File: src/sv/pfc_pkg.sv
// Shared types, format codes and channel scaling functions for the pixel format converter.
`timescale 1ns / 1ps

package pfc_pkg;

  typedef enum logic [2:0] {
    FmtR8G8B8   = 3'd0,
    FmtR5G6B5   = 3'd1,
    FmtX1R5G5B5 = 3'd2,
    FmtA1R5G5B5 = 3'd3,
    FmtA4R4G4B4 = 3'd4,
    FmtX8R8G8B8 = 3'd5,
    FmtA8R8G8B8 = 3'd6
  } fmt_e;

  typedef enum logic [1:0] {
    CfgSourceFormat = 2'd0,
    CfgDestFormat   = 2'd1,
    CfgColorKey     = 2'd2,
    CfgAllowRawCopy = 2'd3
  } cfg_idx_e;

  typedef struct packed {
    logic [7:0] r;
    logic [7:0] g;
    logic [7:0] b;
    logic [7:0] a;
  } rgba_t;

  localparam logic [31:0] ColorKeyOff   = 32'd0;
  localparam logic [7:0]  AlphaOpaque   = 8'd255;
  localparam logic [7:0]  AlphaClear    = 8'd0;
  localparam logic [23:0] KeyRgbMask    = 24'hFF_FFFF;

  // Reciprocals for exact floor division of the narrow products below.
  localparam logic [13:0] Recip31  = 14'd8457;   // ceil(2^18 / 31)
  localparam logic [14:0] Recip63  = 15'd16645;  // ceil(2^20 / 63)
  localparam logic [13:0] Recip255a = 14'd8225;  // ceil(2^21 / 255)
  localparam logic [14:0] Recip255b = 15'd16449; // ceil(2^22 / 255)

  // v * 255 / 31, floor.
  function automatic logic [7:0] expand5(input logic [4:0] v);
    logic [12:0] n;
    logic [26:0] p;
    n = {v, 8'd0} - {8'd0, v};
    p = 27'(n) * 27'(Recip31);
    return p[25:18];
  endfunction

  // v * 255 / 63, floor.
  function automatic logic [7:0] expand6(input logic [5:0] v);
    logic [13:0] n;
    logic [28:0] p;
    n = {v, 8'd0} - {8'd0, v};
    p = 29'(n) * 29'(Recip63);
    return p[27:20];
  endfunction

  // c * 31 / 255, floor.
  function automatic logic [4:0] pack5(input logic [7:0] c);
    logic [12:0] n;
    logic [26:0] p;
    n = {c, 5'd0} - {5'd0, c};
    p = 27'(n) * 27'(Recip255a);
    return p[25:21];
  endfunction

  // c * 63 / 255, floor.
  function automatic logic [5:0] pack6(input logic [7:0] c);
    logic [13:0] n;
    logic [28:0] p;
    n = {c, 6'd0} - {6'd0, c};
    p = 29'(n) * 29'(Recip255b);
    return p[27:22];
  endfunction

  function automatic logic [2:0] byte_count(input logic [2:0] fmt);
    logic [2:0] nb;
    unique case (fmt_e'(fmt))
      FmtR8G8B8:   nb = 3'd3;
      FmtR5G6B5,
      FmtX1R5G5B5,
      FmtA1R5G5B5,
      FmtA4R4G4B4: nb = 3'd2;
      default:     nb = 3'd4;
    endcase
    return nb;
  endfunction

endpackage

File: src/sv/pfc_expand.sv
// Unpacks a source pixel of any supported format into 8-bit R, G, B and A.
`timescale 1ns / 1ps

module pfc_expand import pfc_pkg::*; (
  input  logic [2:0]  fmt_i,
  input  logic [31:0] pixel_i,
  output rgba_t       rgba_o
);

  logic [15:0] w;

  assign w = pixel_i[15:0];

  always_comb begin
    unique case (fmt_e'(fmt_i))
      FmtR8G8B8: begin
        rgba_o.r = pixel_i[23:16];
        rgba_o.g = pixel_i[15:8];
        rgba_o.b = pixel_i[7:0];
        rgba_o.a = AlphaOpaque;
      end
      FmtR5G6B5: begin
        rgba_o.r = expand5(w[15:11]);
        rgba_o.g = expand6(w[10:5]);
        rgba_o.b = expand5(w[4:0]);
        rgba_o.a = AlphaOpaque;
      end
      FmtX1R5G5B5: begin
        rgba_o.r = expand5(w[14:10]);
        rgba_o.g = expand5(w[9:5]);
        rgba_o.b = expand5(w[4:0]);
        rgba_o.a = AlphaOpaque;
      end
      FmtA1R5G5B5: begin
        rgba_o.r = expand5(w[14:10]);
        rgba_o.g = expand5(w[9:5]);
        rgba_o.b = expand5(w[4:0]);
        rgba_o.a = w[15] ? AlphaOpaque : AlphaClear;
      end
      FmtA4R4G4B4: begin
        rgba_o.r = {w[11:8], w[11:8]};
        rgba_o.g = {w[7:4], w[7:4]};
        rgba_o.b = {w[3:0], w[3:0]};
        rgba_o.a = {w[15:12], w[15:12]};
      end
      FmtX8R8G8B8: begin
        rgba_o.r = pixel_i[23:16];
        rgba_o.g = pixel_i[15:8];
        rgba_o.b = pixel_i[7:0];
        rgba_o.a = AlphaOpaque;
      end
      default: begin
        // A8R8G8B8, and the spare code seven which behaves the same.
        rgba_o.r = pixel_i[23:16];
        rgba_o.g = pixel_i[15:8];
        rgba_o.b = pixel_i[7:0];
        rgba_o.a = pixel_i[31:24];
      end
    endcase
  end

endmodule

File: src/sv/pfc_pack.sv
// Packs 8-bit R, G, B and A into a destination pixel of any supported format.
`timescale 1ns / 1ps

module pfc_pack import pfc_pkg::*; (
  input  logic [2:0]  fmt_i,
  input  rgba_t       rgba_i,
  output logic [31:0] pixel_o
);

  always_comb begin
    unique case (fmt_e'(fmt_i))
      FmtR8G8B8: begin
        pixel_o = {8'd0, rgba_i.r, rgba_i.g, rgba_i.b};
      end
      FmtR5G6B5: begin
        pixel_o = {16'd0, pack5(rgba_i.r), pack6(rgba_i.g), pack5(rgba_i.b)};
      end
      FmtX1R5G5B5: begin
        pixel_o = {16'd0, 1'b1, pack5(rgba_i.r), pack5(rgba_i.g), pack5(rgba_i.b)};
      end
      FmtA1R5G5B5: begin
        pixel_o = {16'd0, rgba_i.a[7], pack5(rgba_i.r), pack5(rgba_i.g),
                   pack5(rgba_i.b)};
      end
      FmtA4R4G4B4: begin
        pixel_o = {16'd0, rgba_i.a[7:4], rgba_i.r[7:4], rgba_i.g[7:4], rgba_i.b[7:4]};
      end
      FmtX8R8G8B8: begin
        pixel_o = {AlphaOpaque, rgba_i.r, rgba_i.g, rgba_i.b};
      end
      default: begin
        pixel_o = {rgba_i.a, rgba_i.r, rgba_i.g, rgba_i.b};
      end
    endcase
  end

endmodule

File: src/sv/pixel_format_converter.sv
// Top level of the pixel format converter: configuration, input and result registers.
//
//   channel   direction  handshake                 payload
//   input     in         in_valid_i / in_stall_o   source_pixel_i
//   result    out        out_valid_o / out_stall_i dest_pixel_o, dest_bytes_o
//   config    in         cfg_we_i                  cfg_idx_i, cfg_wdata_i
//
// One pixel per clock unless the output stalls; accepted pixels move into the result register.
// The input register and the result register form a two-stage pipeline, so a new pixel is taken
// while a finished one waits; the input stalls only when both stages are full and the output
// is stalled. Reset empties both stages and loads the register defaults.
`timescale 1ns / 1ps

module pixel_format_converter import pfc_pkg::*; (
  input  logic        clk_i,
  input  logic        rst_ni,
  input  logic        cfg_we_i,
  input  logic [1:0]  cfg_idx_i,
  input  logic [31:0] cfg_wdata_i,
  input  logic        in_valid_i,
  output logic        in_stall_o,
  input  logic [31:0] source_pixel_i,
  output logic        out_valid_o,
  input  logic        out_stall_i,
  output logic [31:0] dest_pixel_o,
  output logic [2:0]  dest_bytes_o
);

  logic [2:0]  source_format_q;
  logic [2:0]  dest_format_q;
  logic [31:0] color_key_q;
  logic        allow_raw_copy_q;

  logic        s1_valid_q, s1_valid_d;
  logic [31:0] s1_pixel_q;
  logic        out_valid_q, out_valid_d;
  logic [31:0] dest_pixel_q, dest_pixel_d;
  logic [2:0]  dest_bytes_q, dest_bytes_d;

  logic        s1_en, s2_en;
  rgba_t       rgba_src, rgba_key;
  logic [31:0] packed_pixel, res_pixel;
  logic        key_hit, raw_copy;

  always_ff @(posedge clk_i or negedge rst_ni) begin
    if (!rst_ni) begin
      source_format_q  <= FmtA8R8G8B8;
      dest_format_q    <= FmtA8R8G8B8;
      color_key_q      <= ColorKeyOff;
      allow_raw_copy_q <= 1'b1;
    end else if (cfg_we_i) begin
      unique case (cfg_idx_e'(cfg_idx_i))
        CfgSourceFormat: source_format_q  <= cfg_wdata_i[2:0];
        CfgDestFormat:   dest_format_q    <= cfg_wdata_i[2:0];
        CfgColorKey:     color_key_q      <= cfg_wdata_i;
        CfgAllowRawCopy: allow_raw_copy_q <= cfg_wdata_i[0];
      endcase
    end
  end

  // The result register advances when empty or taken; the input register when it can pass on.
  assign s2_en      = !out_valid_q || !out_stall_i;
  assign s1_en      = !s1_valid_q || s2_en;
  assign in_stall_o = !s1_en;

  assign s1_valid_d  = s1_en ? in_valid_i : s1_valid_q;
  assign out_valid_d = s2_en ? s1_valid_q : out_valid_q;

  pfc_expand u_expand (
    .fmt_i   (source_format_q),
    .pixel_i (s1_pixel_q),
    .rgba_o  (rgba_src)
  );

  assign key_hit = (color_key_q != ColorKeyOff) &&
                   ((color_key_q[23:0] & KeyRgbMask) == {rgba_src.r, rgba_src.g, rgba_src.b});

  always_comb begin
    rgba_key = rgba_src;
    if (key_hit) begin
      rgba_key.a = AlphaClear;
    end
  end

  pfc_pack u_pack (
    .fmt_i   (dest_format_q),
    .rgba_i  (rgba_key),
    .pixel_o (packed_pixel)
  );

  assign raw_copy = (source_format_q == dest_format_q) && (color_key_q == ColorKeyOff) &&
                    allow_raw_copy_q;
  assign res_pixel = raw_copy ? s1_pixel_q : packed_pixel;

  assign dest_bytes_d = byte_count(dest_format_q);

  always_comb begin
    unique case (dest_bytes_d)
      3'd2:    dest_pixel_d = {16'd0, res_pixel[15:0]};
      3'd3:    dest_pixel_d = {8'd0, res_pixel[23:0]};
      default: dest_pixel_d = res_pixel;
    endcase
  end

  always_ff @(posedge clk_i or negedge rst_ni) begin
    if (!rst_ni) begin
      s1_valid_q  <= 1'b0;
      out_valid_q <= 1'b0;
    end else begin
      s1_valid_q  <= s1_valid_d;
      out_valid_q <= out_valid_d;
    end
  end

  always_ff @(posedge clk_i) begin
    if (s1_en && in_valid_i) begin
      s1_pixel_q <= source_pixel_i;
    end
    if (s2_en && s1_valid_q) begin
      dest_pixel_q <= dest_pixel_d;
      dest_bytes_q <= dest_bytes_d;
    end
  end

  assign out_valid_o  = out_valid_q;
  assign dest_pixel_o = dest_pixel_q;
  assign dest_bytes_o = dest_bytes_q;

endmodule

File: config.mk
export PLATFORM = sky130hd
export DESIGN_NAME = pixel_format_converter
export DESIGN_NICKNAME = d
export VERILOG_FILES = /design/src/sv/pfc_pkg.sv /design/src/sv/pfc_expand.sv /design/src/sv/pfc_pack.sv /design/src/sv/pixel_format_converter.sv
export SDC_FILE = /design/constraint.sdc
export NUM_CORES = 1
export LEC_CHECK = 0
export ABC_CLOCK_PERIOD_IN_PS = 25400
export BUFFER_PORTS_ARGS = -buffer_cell sky130_fd_sc_hd__buf_2
export CAP_MARGIN = 20
export CORE_MARGIN = 3
export CORE_UTILIZATION = 65
export CTS_BUF_LIST = sky130_fd_sc_hd__clkbuf_8
export CTS_CLUSTER_DIAMETER = 200
export DETAILED_ROUTE_END_ITERATION = 7
export PLACE_DENSITY_LB_ADDON = 0.3
export SLEW_MARGIN = 10
export SYNTH_ARGS = -nofsm -noshare
export SYNTH_HDL_FRONTEND = slang
export SYNTH_SLANG_ARGS = --single-unit
export TNS_END_PERCENT = 100
File: constraint.sdc
create_clock -name clk_i -period 25.4 [get_ports clk_i]
set_clock_uncertainty 0.15 [all_clocks]
set_input_delay 1.27 -clock clk_i [delete_from_list [all_inputs] [get_ports clk_i]]
set_output_delay 1.27 -clock clk_i [all_outputs]
set_load 0.01 [all_outputs]
# Word level (Yosys, flattened, before mapping)
# Index checks and enable logic that the tools add are counted.
# totals
ram_bits,0
ff_bits,108
input_bits,71
mem_bits_ro,0
mem_count,0
wordCells,73
latchBits,0
out_inout_bits,37
# classes
n_shift,0
add_sub_neg,9
n_mul,9
n_eq_ne,17
magnitude_cmp,0
div_mod_pow,0
bitwise,0
mux,7
reduce_logical,22
# op_table
cell,n
$pmux 32 s6,1
$mul 13x14->26 const B,7
$pmux 32 s5,1
$pmux 32 s2,1
$mul 14x15->28 const B,2
$sub 13x5->13,4
$sub 13x8->13,3
$logic_not 32->1,1
$mux 32,1
$reduce_bool 32->1,1
$eq 24x24->1,1
$eq 3x2->1 const B,6
$mux 8,2
$sub 14x6->14,1
$sub 14x8->14,1
$eq 3x3->1 const B,4
$reduce_and 2->1,4
$eq 3x1->1 const B,2
$logic_not 3->1,2
$pmux 3 s2,1
$logic_and 1x1->1,5
$eq 2x2->1 const B,2
$logic_not 1->1,4
$reduce_or 4->1,1
other kinds (5),6

# Longest topological paths before layout
# Gate-level depths: netlist of the first run.
# logic_depth
depth_word,9
depth_mapped,49
ltp_nobuf,48

# Cells and area by module
# Synthesis of the first run repeated with hierarchy kept, for this count alone.
# unflattened
cells_unflattened,1942
area_unflattened_um2,17968.5
# modules_own_cells
mod,cells_per_inst,area_per_inst_um2,seq_area_each_um2,n_inst
pfc_expand,1030,8495.6,0.0,1
pfc_pack,622,4951.0,0.0,1
pixel_format_converter,290,4521.8,3044.2,1

# Worst setup path before layout of the first run
# No wires, ideal clock.
# synth_path
kind,reg2reg
startpoint,reg s1_pixel_q[11]
endpoint,"reg dest_pixel_q[13], in the netlist dest_pixel_o[13] (data pin)"
path_buffers,1
t_arrival_ps,10342
synth_period_minus_slack_ps,10750
required_time_ps,24991
path_slack_ps,14650
setup_time_ps,259
stages_incl_launch_ff,50
cell_sequence,edfxtp_1 -> buf_2 -> inv_1 -> ha_1 -> nor3b_1 -> ha_1 -> nor4b_1 -> xnor2_1 -> inv_1 -> ha_1 -> inv_1 -> fa_1 -> inv_1 -> fa_1 -> ha_1 -> ha_1 -> and4_1 -> nor4_1 -> [14 not listed] -> ha_1 -> inv_1 -> fa_1 -> inv_1 -> ha_1 -> ha_1 -> a21o_1 -> a21o_1 -> a21oi_1 -> nor2_1 -> a211o_1 -> nor2_1 -> a21oi_1 -> o21ai_1 -> or3_1 -> xnor2_1 -> a221o_1 -> a211o_1
# synth_between
elab_chain_cells,9
elab_cells_between_ends,13
classes_between,add/sub (3); mul (3); eq/ne (1); mux (5); reduce/logical (1)
# synth_rtl
item,line_no,text
"start, declared",pixel_format_converter.sv:35,logic [31:0] s1_pixel_q;
"start signal, assigned",pixel_format_converter.sv:117,s1_pixel_q <= source_pixel_i;
$sub 13x5->13,pfc_pkg.sv:45,"n = {v, 8'd0} - {8'd0, v};"
$mul 13x14->26,pfc_pkg.sv:46,p = 27'(n) * 27'(Recip31);
$pmux 32 s5 (*),pfc_expand.sv:15,unique case (fmt_e'(fmt_i))
"parallel branches: the longest is 3 deep, another holds $mul 13x14->26",-,
$pmux 32 s6 (*),pfc_pack.sv:11,unique case (fmt_e'(fmt_i))
$mux 32 (*),pixel_format_converter.sv:93,assign res_pixel = raw_copy ? s1_pixel_q : packed_pixel;
$pmux 32 s2 (*),pixel_format_converter.sv:98,unique case (dest_bytes_d)
named net dest_pixel_d[13],pixel_format_converter.sv:37,"logic [31:0] dest_pixel_q, dest_pixel_d;"
"end signal, assigned",pixel_format_converter.sv:120,dest_pixel_q <= dest_pixel_d;
"end, declared",pixel_format_converter.sv:37,
# Mark *: on every way through the listed nets, which the timed path passes.
# A chain may end at the register's enable or synchronous reset.

# Worst setup path after layout of the first run
# layout_path
startpoint,reg s1_pixel_q[11]
endpoint,"reg dest_pixel_q[14], in the netlist dest_pixel_o[14] (data pin)"
# Same word-level chain as after synthesis.

==> run summary, run 1 <==
Status = finished clean
Die width = 176.6 um
Setup_tns = 0 ps
Peak VDD IR = 0.1041 mV
Sequential fraction of the synthesis area = 0.1609
CTS tree = done
Critical Path End Type = flip-flop
Clock sinks = 108
Worst setup margin = 12370 ps
Area of the multi-input gates = 14740 um2
Setup violation total in the final timing report = 0
# resized after CTS = 0
Clk buf depth = 2
Worst-Skew Late Latency = 440 ps
Total power = 2.317 mW
Initial DRC count = 1706
Max-slew violations = 0
WHS = 357.7 ps
CP Class = reg -> reg
Most frequent CP cell = ha_1
Share of layout cells above drive strength 1 = 0.1099
Initial Util = 0.6698
P_leak = 9.741 nW
EDFF count, synth = 67
Hpwl dp = 44400 um
Sequential cell area = 3044 um2
GRT Overall Usage = 0.3493
RSZ-0062 raised after global routing = false
Area leader, netlist = ha_1
Clock slew at reported path FFs = 150 ps
Max FO, Critical Path = 11
Data required time of the critical path = 25420 ps
Synth area leaders = ha_1 (32%), edfxtp_1 (11%), dfrtp_1 (4.8%), fa_1 (4.8%), inv_1 (3.8%)
Post-synth top cells = ha_1 (489), inv_1 (192), nand2_1 (137), nor2_1 (122), a21oi_1 (119)
CP arrival = 13050 ps
Crit path time final = 13030 ps
Library cells used by synthesis = 103
Hold Vio Cnt, Final = 0
Syn. warnings = 0
Nets = 2766
Top Ports = 108
Worst-Margin Slew = 1176 ps
Syn Area/Cell = 9.003 um2
Uppermost routed layer = met4
Placer congestion estimate = 0.9963
Cell count after synthesis = 2101
Fin util = 0.7035
Pre-CTS setup slack = 12590 ps
Final instance area = 19870 um2
#FFs+latches synth = 108
Die Y-Extent = 176.6 um
Core Area = 28240 um2
Hold_buf cts = 0
Rows = 61
DIE AREA = 31180 um2
Metal3 WL = 5159 um
PortBufs = 107
Vias = 17.01k
P&R area growth vs syn = 5.027%
Synth top area share = 0.3235
Routed WL per cell = 21.46 um
H-tree lvl count = 3
Num CTS Buffers = 9
Vias in the first global route = 17.05k
Slowest CP cell = a211oi_1
Max Cap Viol = 0
Post-place instance area = 19650 um2
Largest net degree at the start of global routing = 42
Routed Antenna Nets = 0
Crit path launch type = flip-flop
Postcts setup bufs = 0
CTS root buffer = clkbuf_8
First-pass GRT wire length = 87560 um
CP peak stage delay = 880 ps
Initial antenna violation count = 1
DR vias/cell = 6.682
Metal2 WL = 24310 um
# DRC = 0
Synth Cell Area = 18920 um2
Fraction of registers with async set/reset = 0.3796
Layout Cells excl Fill = 2545
Worst hold path type = reg -> reg
Fill cell count = 2184
M1 WL = 22630 um
DR pass1 iterations = 7
Fmax = 76.73 MHz
Synth Flop Type = edfxtp_1
Most common cell in the netlist = ha_1
P per Cell Area = 116.6 nW/um2
Final Cycle Share = 0.5131
Slew margin rel. = 0.2134
Syn nets = 2706
Inst Count DP = 2528
WL final = 54620 um
Aggregate global routing overflow = 0
[worst max-delay path: cells and delay by family, from the launching register on]
family	cells	cell delay [ps]
compound gates	12	3940
xor+xnor	4	940
flops	1	640
simple gates	10	2120
fa+ha+maj	13	4140
buf+inv	6	820
[sequential cells by signal, summed over array words and instances, names as in the netlist]
signal            cells
s1_pixel_q           32
allow_raw_copy_q      1
dest_pixel_o         32
color_key_q          32
source_format_q       3
dest_bytes_o          3
dest_format_q         3
s1_valid_q            1
out_valid_o           1
[path summary, 6_finish.rpt]
path | start | slack, ps | to | cells past startpoint
max in group asynchronous | rst_ni | 23750 | color_key_q[26] | 1
setup / recovery | s1_pixel_q[11] | 12370 | dest_pixel_o[14] | 45
hold / removal | s1_valid_q | 360 | out_valid_o | 1
min in group asynchronous | rst_ni | 790 | dest_format_q[0] | 1
setup reg to reg | s1_pixel_q[11] | 12370 | dest_pixel_o[14] | 45
hold reg to reg | s1_valid_q | 360 | out_valid_o | 1
[cell families (layout without fill, tap and decap cells)]
group           Yosys count  after routing  share of synthesized area
buf+inv                 272            337                    0.06059
fa+ha+maj               534            534                     0.3711
xor+xnor                105            105                    0.04901
other cells               0              1                          0
simple gates            517            517                     0.1384
compound gates          505            505                     0.1856
mux                      60             60                    0.03433
flops                   108            108                     0.1609
[final cells by class]
class                   instances  share of cell area
inverters                     200             0.03779
diodes                          1           0.0001260
multi-input cells            1721              0.7418
clock inverters                 7            0.004724
flip-flops and latches        108              0.1532
well taps                     378             0.02381
clock buffers                   9            0.006235
repair buffers                121             0.03225
[power breakdown]
group          leakage (nW)  switching, mW  internal [mW]
Clock                 0.108         0.0812         0.0418
Combinational          8.51           1.13          0.798
Sequential             1.13         0.0375          0.226
Total                  9.74           1.25           1.07
[per-layer routing]
metal  track usage  vias up
li1              -     7943
met1        0.4575     8008
met2        0.5658      873
met3       0.06495      182
met4        0.1509        0
met5             0        -
[placed cells by master (no fill, tap or decap), types with 45 or more instances in the layout]
cell      Yosys  final
ha_1        489    489
nor2_1      122    122
edfxtp_1     67     67
a21oi_1     119    119
buf_2        13    107
fa_1         45     45
nand2_1     137    137
inv_1       192    192
xnor2_1      74     74
o21ai_0      75     75
Note: power is estimated with default switching activity, not from simulation.
==> inputs of run 2 (changes only) <==
ABC_CLOCK_PERIOD_IN_PS = 11000   (was 25400)
CORE_UTILIZATION = 59   (was 65)
clock period = 11 ns   (was 25.4 ns; I/O delays follow)
==> run 2 against run 1 <==
Compared with the run above: count of clock-buffer cells in the layout did not move; highest routed layer is now met5; critical path depth fell by 3; critical path type unchanged; largest power group unchanged; hold slack got worse by 270 ps.
==> run summary, run 2 (synthesized netlist as in run 1, its figures left out) <==
CP peak stage delay = 500 ps (-380 ps)
Num CTS Buffers = 9 (unchanged)
Crit path launch type = flip-flop
First-pass GRT wire length = 87770 um (+0.24%)
Routed WL per cell = 21.02 um (-2.1%)
P per Cell Area = 262.3 nW/um2 (+120%)
Peak VDD IR = 0.2121 mV (+100%)
GRT Overall Usage = 0.3192 (-0.03013)
Max Cap Viol = 0 (unchanged)
DR pass1 iterations = 6 (-1)
Hold Vio Cnt, Final = 0 (unchanged)
Aggregate global routing overflow = 0 (unchanged)
Worst-Skew Late Latency = 450 ps (about the same)
CTS root buffer = clkbuf_8
CTS tree = done
Worst-Margin Slew = 1106 ps (-70.13 ps)
Core Area = 31070 um2 (+10%)
Setup violation total in the final timing report = 0 (unchanged)
Routed Antenna Nets = 0 (unchanged)
DR vias/cell = 6.497 (-2.8%)
Number of diodes = 0 (-1)
Most frequent cells in the layout = ha_1 (488), inv_1 (191), nand2_1 (136)
PortBufs = 107 (unchanged)
Initial antenna violation count = 1 (unchanged)
WHS = 84.51 ps (-273.2 ps)
CP arrival = 10510 ps (-2540 ps)
Die Y-Extent = 185.1 um (+4.8%)
# DRC = 0 (unchanged)
P&R area growth vs syn = 8.930%
Status = finished clean
Slowest CP cell = fa_1
Clk buf depth = 2 (unchanged)
Max-slew violations = 0 (unchanged)
Hpwl dp = 44510 um (+0.24%)
Top Ports = 108 (unchanged)
Die width = 185.1 um (+4.8%)
Hold_buf cts = 0 (unchanged)
Initial Util = 0.6088 (-0.06102)
Rows = 64 (+4.9%)
Most frequent CP cell = ha_1
Clock sinks = 108 (unchanged)
H-tree lvl count = 3 (unchanged)
Initial DRC count = 1491 (-13%)
Share of layout cells above drive strength 1 = 0.1526 (+0.04272)
Critical Path End Type = flip-flop
CP Class = reg -> reg
Clock slew at reported path FFs = 150 ps (about the same)
Largest net degree at the start of global routing = 42 (unchanged)
Nets = 2828 (+2.2%)
Fin util = 0.6632 (-0.04032)
Slew margin rel. = 0.2626 (+0.04918)
DIE AREA = 34250 um2 (+9.8%)
Worst hold path type = in -> async
P_leak = 10.08 nW (+3.5%)
Placer congestion estimate = 0.9818 (-1.5%)
Fmax = 95.37 MHz (+24%)
Vias in the first global route = 16.90k (-0.91%)
WL final = 55150 um (+0.97%)
Final Cycle Share = 0.9532 (+0.4401)
Vias = 17.05k (+0.25%)
Data required time of the critical path = 11020 ps (-14400 ps)
Commonest non-fill, non-tap cell in the layout = ha_1
Crit path time final = 10490 ps (-2547 ps)
Max FO, Critical Path = 6 (-5)
==> run 2: cell types whose count changed in the layout (fill, tap and decap cells not counted), moves of 4 or more <==
cell / change
a211oi_1: -5
a211oi_2: +5
nor4b_2: +4
nor4b_1: -4
nor4_1: -4
buf_4: +62
==> run 2: per-stage QoR <==
| stage | std cells | power [mW] | TNS [ps] | area, um2 | setup WS (ps) |
|---|---|---|---|---|---|
| floorplan | 2101 | 3.792 | 0 | 18920 | 249.5 |
| global placement | 2588 | 4.728 | -278.3 | 19980 | -111.6 |
| detailed placement | 2588 | 4.944 | -785.8 | 19980 | -225.1 |
| CTS | 2604 | 5.268 | 0 | 20210 | 5.595 |
| global route | 2624 | 6.077 | -110.5 | 20600 | -41.19 |
| finish | 2624 | 5.404 | 0 | 20600 | 514.5 |
==> run 2: worst max-delay path, delay by kind of cell (launching register included) <==
family | cells | cell delay [ps]
fa+ha+maj | 13 | 3960
compound gates | 10 | 2330
simple gates | 9 | 1970
xor+xnor | 3 | 690
buf+inv | 7 | 620
flops | 1 | 480
==> run 2: timing repair <==
item                       in CTS  in global routing
pin swaps                       0                  9
setup buffers                   0                 20
setup endpoints to repair       5                 16
resized for setup               2                 50
==> run 2: area by class of cell <==
type	instances	area, um2
Tap cell	396	495.5
Fill cell	2534	10470
Clock buffer	9	123.9
Timing Repair Buffer	183	1106
Inverter	200	750.7
Sequential cell	108	3044
Multi-Input combinational cell	1721	14990
Clock inverter	7	93.84
==> run 2: worst paths after layout <==
check                             startpoint         endpoint  slack [ps]  depth (start not counted)
setup / recovery               s1_pixel_q[0]  dest_pixel_o[1]         510                         42
hold / removal                        rst_ni  color_key_q[17]          80                          1
setup reg to reg               s1_pixel_q[0]  dest_pixel_o[1]         510                         42
hold reg to reg                   s1_valid_q      out_valid_o         360                          1
max in group asynchronous             rst_ni   color_key_q[8]       10060                          1
min in group clk_i         source_pixel_i[8]    s1_pixel_q[8]         120                          1
==> run 2: power by group <==
group          leakage (nW)  internal, mW  switching, mW  total (mW)
Combinational          8.85          1.90           2.61        4.51
Clock                 0.109        0.0977          0.195       0.293
Sequential             1.13         0.523         0.0831       0.606
==> run 2: layer usage <==
| metal | share of wire | wire length, um | vias up | track usage |
|---|---|---|---|---|
| li1 | - | - | 8053 | - |
| met1 | 0.42 | 23440 | 8058 | 0.4196 |
| met2 | 0.45 | 24620 | 788 | 0.5210 |
| met3 | 0.090 | 4965 | 148 | 0.07482 |
| met4 | 0.038 | 2109 | 2 | 0.1020 |
| met5 | 0.00024 | 13 | - | 0 |
